**src/design/qrs_pkg.sv**
```systemverilog
// Package for the quadratic root solver: result kinds, pipeline depths
// and the sideband record that travels along the square-root pipeline.
// No dependencies.
package qrs_pkg;

  localparam int unsigned MagW      = 34;  // |b*b - 4ac| in Q16.16
  localparam int unsigned RootW     = 32;  // floor(sqrt(|d| * 2^30))
  localparam int unsigned RemW      = 34;  // square-root partial remainder
  localparam int unsigned SqStages  = RootW;
  localparam int unsigned NumW      = 34;  // signed numerator of a quotient
  localparam int unsigned NmagW     = NumW - 1;
  localparam int unsigned DivStages = NmagW;
  localparam int unsigned DenW      = 16;  // |a|
  localparam int unsigned ValW      = 32;

  typedef enum logic [1:0] {
    KIND_COMPLEX  = 2'd0,
    KIND_DISTINCT = 2'd1,
    KIND_EQUAL    = 2'd2,
    KIND_AZERO    = 2'd3
  } kind_e;

  typedef struct packed {
    kind_e              kind;
    logic signed [31:0] nb;     // -b * 2^15
    logic               a_neg;
    logic [DenW-1:0]    a_mag;
  } side_t;

endpackage

```
**src/design/qrs_disc.sv**
```systemverilog
// Two-stage discriminant unit: products in the first stage, then
// d = b*b - 4ac, its magnitude, the root kind and -b*2^15.
// Depends on qrs_pkg.
module qrs_disc (
  input  logic                       clk_i,
  input  logic                       rst_ni,
  input  logic                       en_i,
  input  logic                       valid_i,
  input  logic signed [15:0]         a_i,
  input  logic signed [15:0]         b_i,
  input  logic signed [15:0]         c_i,
  output logic                       valid_o,
  output logic [qrs_pkg::MagW-1:0]   mag_o,
  output qrs_pkg::side_t             side_o
);
  import qrs_pkg::*;

  logic [1:0]         valid_q;
  logic [31:0]        bb_q;
  logic signed [31:0] ac_q;
  logic signed [15:0] a_q, b_q;
  logic signed [34:0] d;
  logic [34:0]        dmag;
  logic [MagW-1:0]    mag_q;
  side_t              side_d, side_q;

  always_comb begin
    d    = $signed({3'b000, bb_q}) - $signed({ac_q[31], ac_q, 2'b00});
    dmag = d[34] ? 35'(-d) : d;
    side_d.nb    = -({{16{b_q[15]}}, b_q} <<< 15);
    side_d.a_neg = a_q[15];
    side_d.a_mag = a_q[15] ? 16'(-a_q) : a_q;
    if (a_q == 16'sd0) begin
      side_d.kind = KIND_AZERO;
    end else if (d[34]) begin
      side_d.kind = KIND_COMPLEX;
    end else if (d != 35'sd0) begin
      side_d.kind = KIND_DISTINCT;
    end else begin
      side_d.kind = KIND_EQUAL;
    end
  end

  always_ff @(posedge clk_i or negedge rst_ni) begin
    if (!rst_ni) begin
      valid_q <= '0;
    end else if (en_i) begin
      valid_q <= {valid_q[0], valid_i};
    end
  end

  always_ff @(posedge clk_i) begin
    if (en_i) begin
      bb_q   <= 32'(b_i * b_i);
      ac_q   <= a_i * c_i;
      a_q    <= a_i;
      b_q    <= b_i;
      mag_q  <= dmag[MagW-1:0];
      side_q <= side_d;
    end
  end

  assign valid_o = valid_q[1];
  assign mag_o   = mag_q;
  assign side_o  = side_q;

endmodule

```
**config.mk**
```make
export PLATFORM = sky130hd
export DESIGN_NAME = qrs_disc
export DESIGN_NICKNAME = d
export VERILOG_FILES = /design/src/design/qrs_pkg.sv /design/src/design/qrs_disc.sv
export SDC_FILE = /design/constraint.sdc
export NUM_CORES = 2
export LEC_CHECK = 0
export BUFFER_PORTS_ARGS = -buffer_cell sky130_fd_sc_hd__buf_2
export CAP_MARGIN = 30
export CELL_PAD_IN_SITES_DETAIL_PLACEMENT = 0
export CELL_PAD_IN_SITES_GLOBAL_PLACEMENT = 1
export CORE_ASPECT_RATIO = 0.9
export CORE_UTILIZATION = 40
export CTS_CLUSTER_DIAMETER = 120
export DETAILED_ROUTE_END_ITERATION = 16
export MAX_ROUTING_LAYER = met4
export PLACE_DENSITY_LB_ADDON = 0.2
export SYNTH_ARGS = -nofsm -noshare
export SYNTH_HDL_FRONTEND = slang
export SYNTH_SLANG_ARGS = --single-unit
```
**constraint.sdc**
```tcl
create_clock -name clk_i -period 4.1 [get_ports clk_i]
set_input_delay 0.82 -clock clk_i [delete_from_list [all_inputs] [get_ports clk_i]]
set_output_delay 0.82 -clock clk_i [all_outputs]
set_load 0.01 [all_outputs]
```
## Yosys cells after proc, flatten, opt, wreduce, memory -nomap -nowiden

Cells that the tools add are included.

- Multiply operators: 2
- Muxes and demuxes: 4
- Reductions and logical operators: 2
- Add/subtract/negate cells: 4

Operators with widths:

| kind | number |
|---|---|
| multiplier 16 x 16 -> 32 bit | 2 |
| nonzero test 35 bit | 1 |
| subtractor 33 x 34 -> 35 bit | 1 |
| two-way mux 34 bit | 1 |
| negator 34 bit | 1 |
| negator 32 bit | 1 |
| logical NOT 16 bit | 1 |
| negator 16 bit | 1 |
| two-way mux 15 bit | 1 |
| two-way mux 2 bit | 2 |

- Input bits: 52
- Output and inout bits: 86
- Register bits after elaboration: 183

## Depth between registers and ports, before layout

- Depth in word-level cells: 4
- Gate-level depth with buffers: 26

## Worst setup path after synthesis

No wires, ideal clock.

- Path kind: input-to-reg
- Start point: input port b_i[1]
- End point: register bb_q[30], data pin
- Path slack: -2.817 ns
- Data required time: 3.842 ns
- Stages on the path: 22
- Data arrival time: 6.659 ns
- Path through: clkbuf_1 > clkbuf_1 > nand2_1 > fa_1 > fa_1 > fa_1 > inv_1 > fa_1 > fa_1 > inv_1 > fa_1 > inv_1 > ha_1 > and3_1 > a221o_1 > a311oi_1 > o21a_1 > o21ai_0 > a211oi_1 > o31ai_1 > a21oi_1 > xnor2_1

- Longest elaborated chain between the ends: 1

RTL lines:

| element | line | source |
|---|---|---|
| start, declared | qrs_disc.sv:10 | `input logic signed [15:0] b_i,` |
| multiplier 16 x 16 -> 32 bit | qrs_disc.sv:54 | `bb_q <= 32'(b_i * b_i);` |
| end signal, assigned | qrs_disc.sv:54 |  |
| end, declared | qrs_disc.sv:19 | `logic [31:0] bb_q;` |

Every way passes these cells.
A chain may end at the register's enable or synchronous reset.

## Final worst setup path

- Start point: input port b_i[4]
- End point: register bb_q[30], data pin

The elaborated chain is that of the path after synthesis.

==> flow_summary.yaml <==
drt:
  drt_wl_total_mm: 65.0
  antenna_left: 0
  drt-pass1-iter-count: 5
  post_drt_wl_per_cell_um: 15.6
  vias_per_cell: 4.82
  vias: 20100
  drtIter0Drc: 963
  route.detailed.drc: 0
clock_tree:
  numCtsBuffers: 17
  clk_pin_slew_worst_paths_ns: 0.08
  cts_buffer_depth: 2
  htreeDepth: 4
  clock-sinks: 165
  clk_latency_ns: 0.49
  cts-root-buf: "clkbuf_16"
  cts_tree: "built"
synth:
  ys_ff_latch: 165
  yosysWarnings: 0
  syn_inst: 2749
  synth_cell_type_count: 86
  ys_async_sr_fraction_pct: 1.21
  yosysSeqAreaShare_pct: 18.2
  ys.flop_type: "edfxtp_1"
  syn_area_mm2: 0.0272
  synth_edf_count: 163
  avgSynthCellArea_um2: 9.90
finish:
  fin_util_pct: 51.7
  layout-drive-gt1-share_pct: 27.6
  multi_input_area_mm2: 0.0207
  nFillCells: 6214
  layout.nets: 4023
  synthToLayoutAreaGrowth_pct: 27.4
  layout_commonest_cell: "inv_1"
  final_cell_mix: "635 x inv_1, 475 x fa_1, 372 x buf_4, 238 x nand2_1, 163 x edfxtp_1"
  seq_area_mm2: 0.00494
timing:
  fin_skew_ns: 0.0169
  finalHoldViolCount: 0
  max_freq_mhz: 167
  layout_setup_ws_ns: -1.89
  hold_slack_ns: 0.0979
  rsz0062_at_grt: "yes"
  period_needed_ns: 5.99
  slew_viol_final: 0
  slew_headroom_pct: 41.0
  finalSetupViolCount: 49
  worst_slew_pin_slew_ns: 0.883
  post-route-period-util_pct: 146
critical_path:
  setup.worst_path.end_class: "register"
  path_max_fanout: 4
  crit_chain: "buf_6 -> and2_4 -> fa_1 -> inv_2 -> fa_2 -> fa_1 -> inv_1 -> fa_1 -> fa_1 -> inv_1 -> fa_1 -> inv_2 -> ha_4 -> and3_4 -> a221o_1 -> a311oi_2 -> o21a_1 -> o21ai_2 -> a211oi_2 -> o31ai_1 -> a21oi_1 -> xnor2_1"
  max_stage_delay_ns: 0.54
  startpoint_type: "primary input"
  cp_data_required_time_ns: 4.33
  crit_path_top_delay_cell: "fa_2"
  worst_path_most_repeated_cell: "fa_1"
  crit_arrival_ns: 6.21
  worstSetupPathType: "in -> reg"
global_routing:
  antenna_found_initial: 2
  grt_pass1_vias: 21700
  grt_max_degree: 69
  grt_usage_pct: 20.5
  overflow: 0
  grt_pass1_wl_mm: 109
min_path:
  hold_class: "in -> async"
die:
  rows: 90
  initial_utilization_pct: 40.6
  die_x_um: 277
  die-area_mm2: 0.0691
  ios: 138
  core-area_mm2: 0.0671
  die-height_um: 249
job:
  drv_cap: 0
place:
  gp_congestion: 0.839
  dp_hpwl_mm: 54.8
  pre_cts_ws_ns: -2.63
  io_buffers: 122
run_status:
  violations: "setup timing"
  status: "finished, violations left"
registers in the layout (all words and copies together), names as in the netlist:
name and cells:
b_q 15, ac_q 32, mag_o 34, side_o 35
a_q 16, bb_q 31, valid_q 2
through the flow:
stage	area (µm²)	TNS, ns	cells
floorplan	28000	-73.66	2763
global placement	32200	-97.00	4065
detailed placement	32200	-98.42	4065
CTS	33800	-64.57	4129
global route	34700	-73.25	4156
finish	34700	-65.07	4156
cells by family after synthesis:
family / after synthesis / share of synthesized area [%]
buffers and inverters: 762 / 10.8
xor gates and xnor gates: 161 / 5.18
other: 1 / 0.0138
adders and majority gates: 704 / 46.1
AOI/OAI and AO/OA: 278 / 7.09
muxes: 6 / 0.234
and+or+nand+nor: 672 / 12.4
DFF: 165 / 18.2
final timing paths:
path / cells past startpoint / from / end / slack (ns)
min in group clk_i: 1 / valid_q[1]$_DFFE_PN0P_ / valid_q[1]$_DFFE_PN0P_ / 0.52
setup reg to reg: 14 / bb_q[2]$_DFFE_PP_ / mag_o[30]$_DFFE_PP_ / 0.16
max in group asynchronous: 1 / rst_ni / valid_q[1]$_DFFE_PN0P_ / 3.91
hold / removal: 1 / rst_ni / valid_q[0]$_DFFE_PN0P_ / 0.1
hold reg to reg: 1 / valid_q[1]$_DFFE_PN0P_ / valid_q[1]$_DFFE_PN0P_ / 0.52
setup / recovery: 22 / b_i[4] / bb_q[30]$_DFFE_PP_ / -1.89
final cells by class:
class / instances / area share, %
well taps: 874 / 3.15
flip-flops and latches: 165 / 14.3
clock inverters: 15 / 0.574
repair buffers: 573 / 13.7
clock buffers: 17 / 1.23
diodes: 2 / 0.0144
multi-input cells: 1836 / 59.8
inverters: 674 / 7.30
synthesized netlist by cell type, types with 10 or more instances:
library cell / number / area (µm²)
a21o_1: 37 / 278
a21oi_1: 72 / 360
a31oi_1: 12 / 75.1
and2_1: 158 / 988
and3_1: 13 / 81.3
buf_4: 17 / 128
clkbuf_1: 63 / 236
edfxtp_1: 163 / 4890
fa_1: 498 / 9970
ha_1: 206 / 2580
inv_1: 674 / 2530
nand2_1: 255 / 957
nand2b_1: 16 / 100
nand3_1: 22 / 110
nand4_1: 11 / 68.8
nor2_1: 100 / 375
nor2b_1: 12 / 75.1
nor3_1: 26 / 130
nor4_1: 10 / 62.6
o21a_1: 17 / 128
o21ai_0: 36 / 180
o21bai_1: 14 / 105
xnor2_1: 124 / 1090
xor2_1: 37 / 324
critical path: cells and delay by family:
family	cells	cell delay (ns)
and+or+nand+nor	2	0.33
AOI/OAI and AO/OA	7	1.50
buffers and inverters	5	0.33
adders and majority gates	7	3.14
xor gates and xnor gates	1	0.10
timing repair:
action,4_1_cts,5_1_grt
pin swaps,110,103
buffers inserted,33,37
resized for setup,199,161
hold buffers,0,0
endpoints found under the setup margin,51,59
per-layer routing:
layer  track usage [%]  part of all wire [%]
met1              29.0                    48
met2              31.7                    47
met5                 -                     0
met3              2.33                   3.5
met4              4.71                   1.3
Power is not shown: default switching activity piles up to over one toggle a cycle in this logic, so the estimate is an artifact.
