$ cat config.mk
export PLATFORM = sky130hd
export DESIGN_NAME = qrs_div
export DESIGN_NICKNAME = d
export VERILOG_FILES = /design/src/design/qrs_pkg.sv /design/src/design/qrs_div.sv
export SDC_FILE = /design/constraint.sdc
export NUM_CORES = 2
export LEC_CHECK = 0
export CAP_MARGIN = 5
export CELL_PAD_IN_SITES_DETAIL_PLACEMENT = 0
export CELL_PAD_IN_SITES_GLOBAL_PLACEMENT = 1
export CORE_MARGIN = 2
export CORE_UTILIZATION = 35
export CTS_CLUSTER_SIZE = 30
export DETAILED_ROUTE_END_ITERATION = 8
export DONT_BUFFER_PORTS = 1
export GPL_TIMING_DRIVEN = 0
export PLACE_DENSITY = 0.57
export SYNTH_ARGS = -nofsm -noshare
export SYNTH_HDL_FRONTEND = slang
export SYNTH_SLANG_ARGS = --single-unit
$ cat constraint.sdc
create_clock -name clk_i -period 8.2 [get_ports clk_i]
set_input_delay 0.82 -clock clk_i [delete_from_list [all_inputs] [get_ports clk_i]]
set_output_delay 0.82 -clock clk_i [all_outputs]
set_load 0.05 [all_outputs]
$ cat src/design/qrs_pkg.sv
// Package for the quadratic root solver: result kinds, pipeline depths
// and the sideband record that travels along the square-root pipeline.
// No dependencies.
package qrs_pkg;

  localparam int unsigned MagW      = 34;  // |b*b - 4ac| in Q16.16
  localparam int unsigned RootW     = 32;  // floor(sqrt(|d| * 2^30))
  localparam int unsigned RemW      = 34;  // square-root partial remainder
  localparam int unsigned SqStages  = RootW;
  localparam int unsigned NumW      = 34;  // signed numerator of a quotient
  localparam int unsigned NmagW     = NumW - 1;
  localparam int unsigned DivStages = NmagW;
  localparam int unsigned DenW      = 16;  // |a|
  localparam int unsigned ValW      = 32;

  typedef enum logic [1:0] {
    KIND_COMPLEX  = 2'd0,
    KIND_DISTINCT = 2'd1,
    KIND_EQUAL    = 2'd2,
    KIND_AZERO    = 2'd3
  } kind_e;

  typedef struct packed {
    kind_e              kind;
    logic signed [31:0] nb;     // -b * 2^15
    logic               a_neg;
    logic [DenW-1:0]    a_mag;
  } side_t;

endpackage

$ cat src/design/qrs_div.sv
// Pipelined signed divider: magnitude stage, one quotient bit per stage,
// then sign and saturation to 32 bits. Depends on qrs_pkg.
module qrs_div (
  input  logic                            clk_i,
  input  logic                            rst_ni,
  input  logic                            en_i,
  input  logic                            valid_i,
  input  logic signed [qrs_pkg::NumW-1:0] num_i,
  input  logic                            den_neg_i,
  input  logic [qrs_pkg::DenW-1:0]        den_mag_i,
  input  qrs_pkg::kind_e                  kind_i,
  output logic                            valid_o,
  output logic signed [qrs_pkg::ValW-1:0] value_o,
  output qrs_pkg::kind_e                  kind_o
);
  import qrs_pkg::*;

  typedef struct packed {
    logic [DenW-1:0]  rem;
    logic [NmagW-1:0] quo;
  } dv_t;

  logic                 v0_q, vout_q;
  logic [DivStages-1:0] valid_q;
  logic [NmagW-1:0]     nmag0_q;
  logic                 neg0_q;
  logic [DenW-1:0]      den0_q;
  kind_e                kind0_q, kind_out_q;
  dv_t                  st_d    [DivStages];
  dv_t                  st_q    [DivStages];
  logic [NmagW-1:0]     nmag_q  [DivStages];
  logic                 neg_q   [DivStages];
  logic [DenW-1:0]      den_q   [DivStages];
  kind_e                kind_q  [DivStages];
  logic signed [NmagW+1:0] sval;
  logic signed [ValW-1:0]  sat_d, value_q;

  function automatic dv_t dv_step(dv_t cur, logic nbit, logic [DenW-1:0] den);
    logic [DenW:0] rp;
    dv_t           nxt;
    rp = {cur.rem, nbit};
    if (rp >= {1'b0, den}) begin
      nxt.rem = DenW'(rp - {1'b0, den});
      nxt.quo = {cur.quo[NmagW-2:0], 1'b1};
    end else begin
      nxt.rem = DenW'(rp);
      nxt.quo = {cur.quo[NmagW-2:0], 1'b0};
    end
    return nxt;
  endfunction

  always_comb begin
    st_d[0] = dv_step('0, nmag0_q[NmagW-1], den0_q);
    for (int k = 1; k < DivStages; k++) begin
      st_d[k] = dv_step(st_q[k-1], nmag_q[k-1][NmagW-1-k], den_q[k-1]);
    end
    sval = neg_q[DivStages-1] ? -$signed({2'b00, st_q[DivStages-1].quo})
                              :  $signed({2'b00, st_q[DivStages-1].quo});
    if (sval > $signed((NmagW+2)'(32'h7fffffff))) begin
      sat_d = 32'sh7fffffff;
    end else if (sval < -$signed((NmagW+2)'(33'h080000000))) begin
      sat_d = 32'sh80000000;
    end else begin
      sat_d = sval[ValW-1:0];
    end
  end

  always_ff @(posedge clk_i or negedge rst_ni) begin
    if (!rst_ni) begin
      v0_q    <= 1'b0;
      valid_q <= '0;
      vout_q  <= 1'b0;
    end else if (en_i) begin
      v0_q    <= valid_i;
      valid_q <= {valid_q[DivStages-2:0], v0_q};
      vout_q  <= valid_q[DivStages-1];
    end
  end

  always_ff @(posedge clk_i) begin
    if (en_i) begin
      nmag0_q    <= num_i[NumW-1] ? NmagW'(-num_i) : NmagW'(num_i);
      neg0_q     <= num_i[NumW-1] ^ den_neg_i;
      den0_q     <= den_mag_i;
      kind0_q    <= kind_i;
      nmag_q[0]  <= nmag0_q;
      neg_q[0]   <= neg0_q;
      den_q[0]   <= den0_q;
      kind_q[0]  <= kind0_q;
      for (int k = 0; k < DivStages; k++) begin
        st_q[k] <= st_d[k];
      end
      for (int k = 1; k < DivStages; k++) begin
        nmag_q[k] <= nmag_q[k-1];
        neg_q[k]  <= neg_q[k-1];
        den_q[k]  <= den_q[k-1];
        kind_q[k] <= kind_q[k-1];
      end
      value_q    <= sat_d;
      kind_out_q <= kind_q[DivStages-1];
    end
  end

  assign valid_o = vout_q;
  assign value_o = value_q;
  assign kind_o  = kind_out_q;

endmodule

Word level (Yosys, flattened, before mapping) --
Memory sizes are Yosys's and may differ from the RTL's. A register that Yosys moved wholly into a read port is not among the register bits. Cells that the tools add are included.
Operators by class: add/sub/neg operators 35, magnitude comparators 35, mux-type cells 38, bitwise logic cells 1
Operator list (number):
- $mux 49 | 33
- $ge 17x16->1 | 32
- $sub 16x16->16 | 32
- $gt 35x32->1 const B | 1
- $lt 35x32->1 const B | 1
- $mux 35 | 1
- $neg 33->35 | 1
- $mux 33 | 1
- $neg 33->33 | 1
- $mux 32 | 1
- $ge 1x16->1 | 1
- $sub 1x16->16 | 1
- $mux 1 | 2
- $xor 1x1->1 | 1
Word-level totals: flip-flop bits (word level) 119, bits in writable memories 3333, input bits 57, memories 5
Memories:
- st_q | words 33, bits a word 49, rd ports 33, clocked after memory_dff 0, wr ports 33, RTL line qrs_div.sv:30 | dv_t st_q [DivStages];
- nmag_q | words 33, bits a word 33, rd ports 32, clocked after memory_dff 0, wr ports 33, RTL line qrs_div.sv:31 | logic [NmagW-1:0] nmag_q [DivStages];
- den_q | words 33, bits a word 16, rd ports 32, clocked after memory_dff 0, wr ports 33, RTL line qrs_div.sv:33 | logic [DenW-1:0] den_q [DivStages];
- kind_q | words 33, bits a word 2, rd ports 33, clocked after memory_dff 1, wr ports 33, RTL line qrs_div.sv:34 | kind_e kind_q [DivStages];
- neg_q | words 33, bits a word 1, rd ports 33, clocked after memory_dff 0, wr ports 33, RTL line qrs_div.sv:32 | logic neg_q [DivStages];

Logic depth before layout (Yosys ltp) --
word-level depth 4, depth in mapped cells 12, mapped depth without buffers 10

Least setup slack after synthesis --
OpenSTA, ideal clock, no wires.
kind input -> register, start point in num_i[9] (netlist bit), end point reg nmag0_q[30], data pin, library setup time 0.266 ns, data arrival time 2.763 ns, path slack 5.171 ns, stages on the path 7, path buffers 0, cell sequence or4_1 > nor4_4 > nand2_1 > or3_1 > or2_2 > o41ai_1 > xnor2_1
On the way: longest elaborated chain between the ends 2
Ends and longest elaborated chain:
- from (decl) | RTL line qrs_div.sv:8 | input logic signed [qrs_pkg::NumW-1:0] num_i,
- $neg 33->33 | RTL line qrs_div.sv:82 | nmag0_q <= num_i[NumW-1] ? NmagW'(-num_i) : NmagW'(num_i);
- $mux 33 | RTL line qrs_div.sv:82
- to (signal assigned) | RTL line qrs_div.sv:82
- to (decl) | RTL line qrs_div.sv:25 | logic [NmagW-1:0] nmag0_q;
Every way passes these cells. A chain may end at the register's enable or synchronous reset.

Final worst setup path --
start point in en_i, end point reg valid_q[26]
RTL lines:
- from (decl) | RTL line qrs_div.sv:6 | input logic en_i,
- to (signal assigned) | RTL line qrs_div.sv:75 | valid_q <= {valid_q[DivStages-2:0], v0_q};
- to (decl) | RTL line qrs_div.sv:24 | logic [DivStages-1:0] valid_q;
No word-level cell between the ends.

==> reports/metrics.cfg <==
[status]
outcome=finished clean

[routing]
wl_per_cell_um=17.1
drtPass1Iterations=8
vias=55286
drc=0
antenna_left=0
drt-total-wl_um=197000
drt_iter0_markers=3723
via_per_inst=4.80

[die]
num_rows=198
start_util=0.352
die_w_um=545
die-area_mm2=0.297
fp.coreArea_mm2=0.291
num_io_pins=92
chipHeight_um=545

[finish]
register_area_mm2=0.0699
nets=8004
fin_util=0.401
n_fill_cell=26756
fin_cells=11507
syn2layout_area_growth_pct=13.9
drive_above_1_share=0.102
multi_input_area_mm2=0.0297

[place]
dp_cells=11001
portBuffers=0
gp_congestion=0.819
hpwl_um=136000

[timing]
rsz0062_at_grt=no
drv_slew=0
max_freq_mhz=235
setup_viol=0
worst_hold_slack_ps=123
tightest_slew_ps=1290
timing.final.crit_share=0.518
fin_skew_ps=34.5
fin_setup_tns_ps=0
slew_headroom=0.137
final_hold_viol_count=0
fin_crit_ps=4250

[logic_synthesis]
synth-edff-count=2298
ys_seq_area_frac=0.683
async_flop_share=0.0150
ys_seq_elements=2333
yosys-top-cells-area=edfxtp_1 67%, ha_1 6.3%, mux2_2 3.1%
synthDominantCellAreaShare=0.674
synth_ff_type=edfxtp_1
ys_warn_count=0
synth_nets=7695
synth_most_common_cell=edfxtp_1
syn_avg_cell_area_um2=14.4
netlist_instances=7091
ys_types=76
syn-cell-area_mm2=0.102
netlist_top_cells_count=2298 x edfxtp_1, 640 x inv_1, 516 x ha_1
yosysTopAreaCell=edfxtp_1

[critical_path]
crit_path_max_fanout=257
start_kind=input port
crit_path_end_kind=flop
required_ps=8920
path_class=input port to flop
crit_arrival_ps=4970

[clocking]
root_buffer=clkbuf_16
clockBufferDepth=4
ctsResizeCount=0
cts_tree=yes
postCtsSetupRepairBufs=0
clk_pin_slew_ps=50
htree_levels=5
cts_inserted_buffers=275
clkLatencyLatePin_ps=860
cts.sink_count=2333

[flow_run]
maxCapViolCount=0

[min_path]
hp-class=input port to flop

[global_route]
grt_pass1_wl_um=312000
grtUsageTotal=0.131
grt_max_degree=273
grt_pass1_vias=56032
antenna_found_initial=6
grt-ovfl-total=0

[power_and_ir_drop]
peakVddDrop_v=0.000204
powerDensity_mw_per_mm2=367
p_leak_nw=43.2

sequential cells by signal (all words and copies together) (netlist names):
name	count
st_q	1073
nmag_q	528
den_q	512
kind_q	66
neg_q	33
nmag0_q	33
valid_q	33
value_o	32
den0_q	16
kind0_q	2
kind_o	2
neg0_q	1
v0_q	1
valid_o	1
through the flow:
step / power, W / cell area [µm²] / setup slack (ps)
floorplan: 0.0271 / 102000 / 5170
global placement: 0.0309 / 107000 / 3930
detailed placement: 0.0311 / 108000 / 3160
CTS: 0.0434 / 117000 / 4080
global route: 0.0456 / 117000 / 3720
finish: 0.0428 / 117000 / 3950
cell families (layout without fill, tap and decap cells):
kind of cell,Yosys count,in the layout,synth area share
AO/OA/AOI/OAI,1488,1488,0.0937
XOR/XNOR,382,382,0.0328
adder cells (fa/ha/maj),547,547,0.0691
buffers and inverters,739,1254,0.0274
flip-flops,2333,2333,0.683
multiplexers,301,301,0.0329
other,0,1,0
AND/OR/NAND/NOR,1301,1301,0.0615
worst max-delay path, stage by stage:
cell      delay, ps
buf_16          620
buf_16          870
buf_16          590
clkbuf_1        380
clkbuf_1        460
mux2_2          400
layer usage:
layer / track usage / up-vias / routed length, µm
li1: - / 27331 / -
met1: 0.176 / 26684 / 91700
met2: 0.216 / 901 / 92000
met3: 0.0186 / 370 / 6860
met4: 0.0483 / 0 / 6390
met5: 0 / - / 0
layout make-up:
cell class / count / area share
antenna: 1 / 0.0000215
buffer: 98 / 0.00347
clock buffer: 322 / 0.0624
clock inverter: 161 / 0.0132
inverter: 641 / 0.0206
multi-input combinational: 4019 / 0.255
sequential: 2333 / 0.599
tap: 3900 / 0.0419
timing repair buffer: 32 / 0.00449
layout by cell type (no fill, tap or decap), types with 144 or more instances in the layout:
master,instances
inv_1,640
xnor2_1,285
nor2_1,370
nand2_1,332
edfxtp_1,2298
o21ai_0,332
a21oi_1,381
o21a_1,144
ha_1,516
mux2_2,284
clkbuf_16,285
timing repair:
item	4_1_cts	5_1_grt
endpoints found under the setup margin	0	0
hold endpoints to repair	54	0
hold buffers	21	0
where the power goes:
group	internal [W]	switching (W)
clock	0.00714	0.00477
combinational	0.00599	0.00763
sequential	0.0161	0.00118
total	0.0292	0.0136
worst paths after layout:
| path | start | endpoint | slack [ps] | cells past startpoint |
|---|---|---|---|---|
| setup / recovery | en_i | valid_q[26] | 3950 | 6 |
| hold / removal | valid_i | v0_q | 120 | 1 |
| setup reg to reg | den_q[0][321] | st_q[0][1062] | 4170 | 10 |
| hold reg to reg | st_q[0][1443] | st_q[0][1493] | 400 | 0 |
| max in group asynchronous | rst_ni | valid_q[24] | 7600 | 2 |
| min in group asynchronous | rst_ni | valid_q[16] | 420 | 2 |
Note: power is estimated with default switching activity, not from simulation.
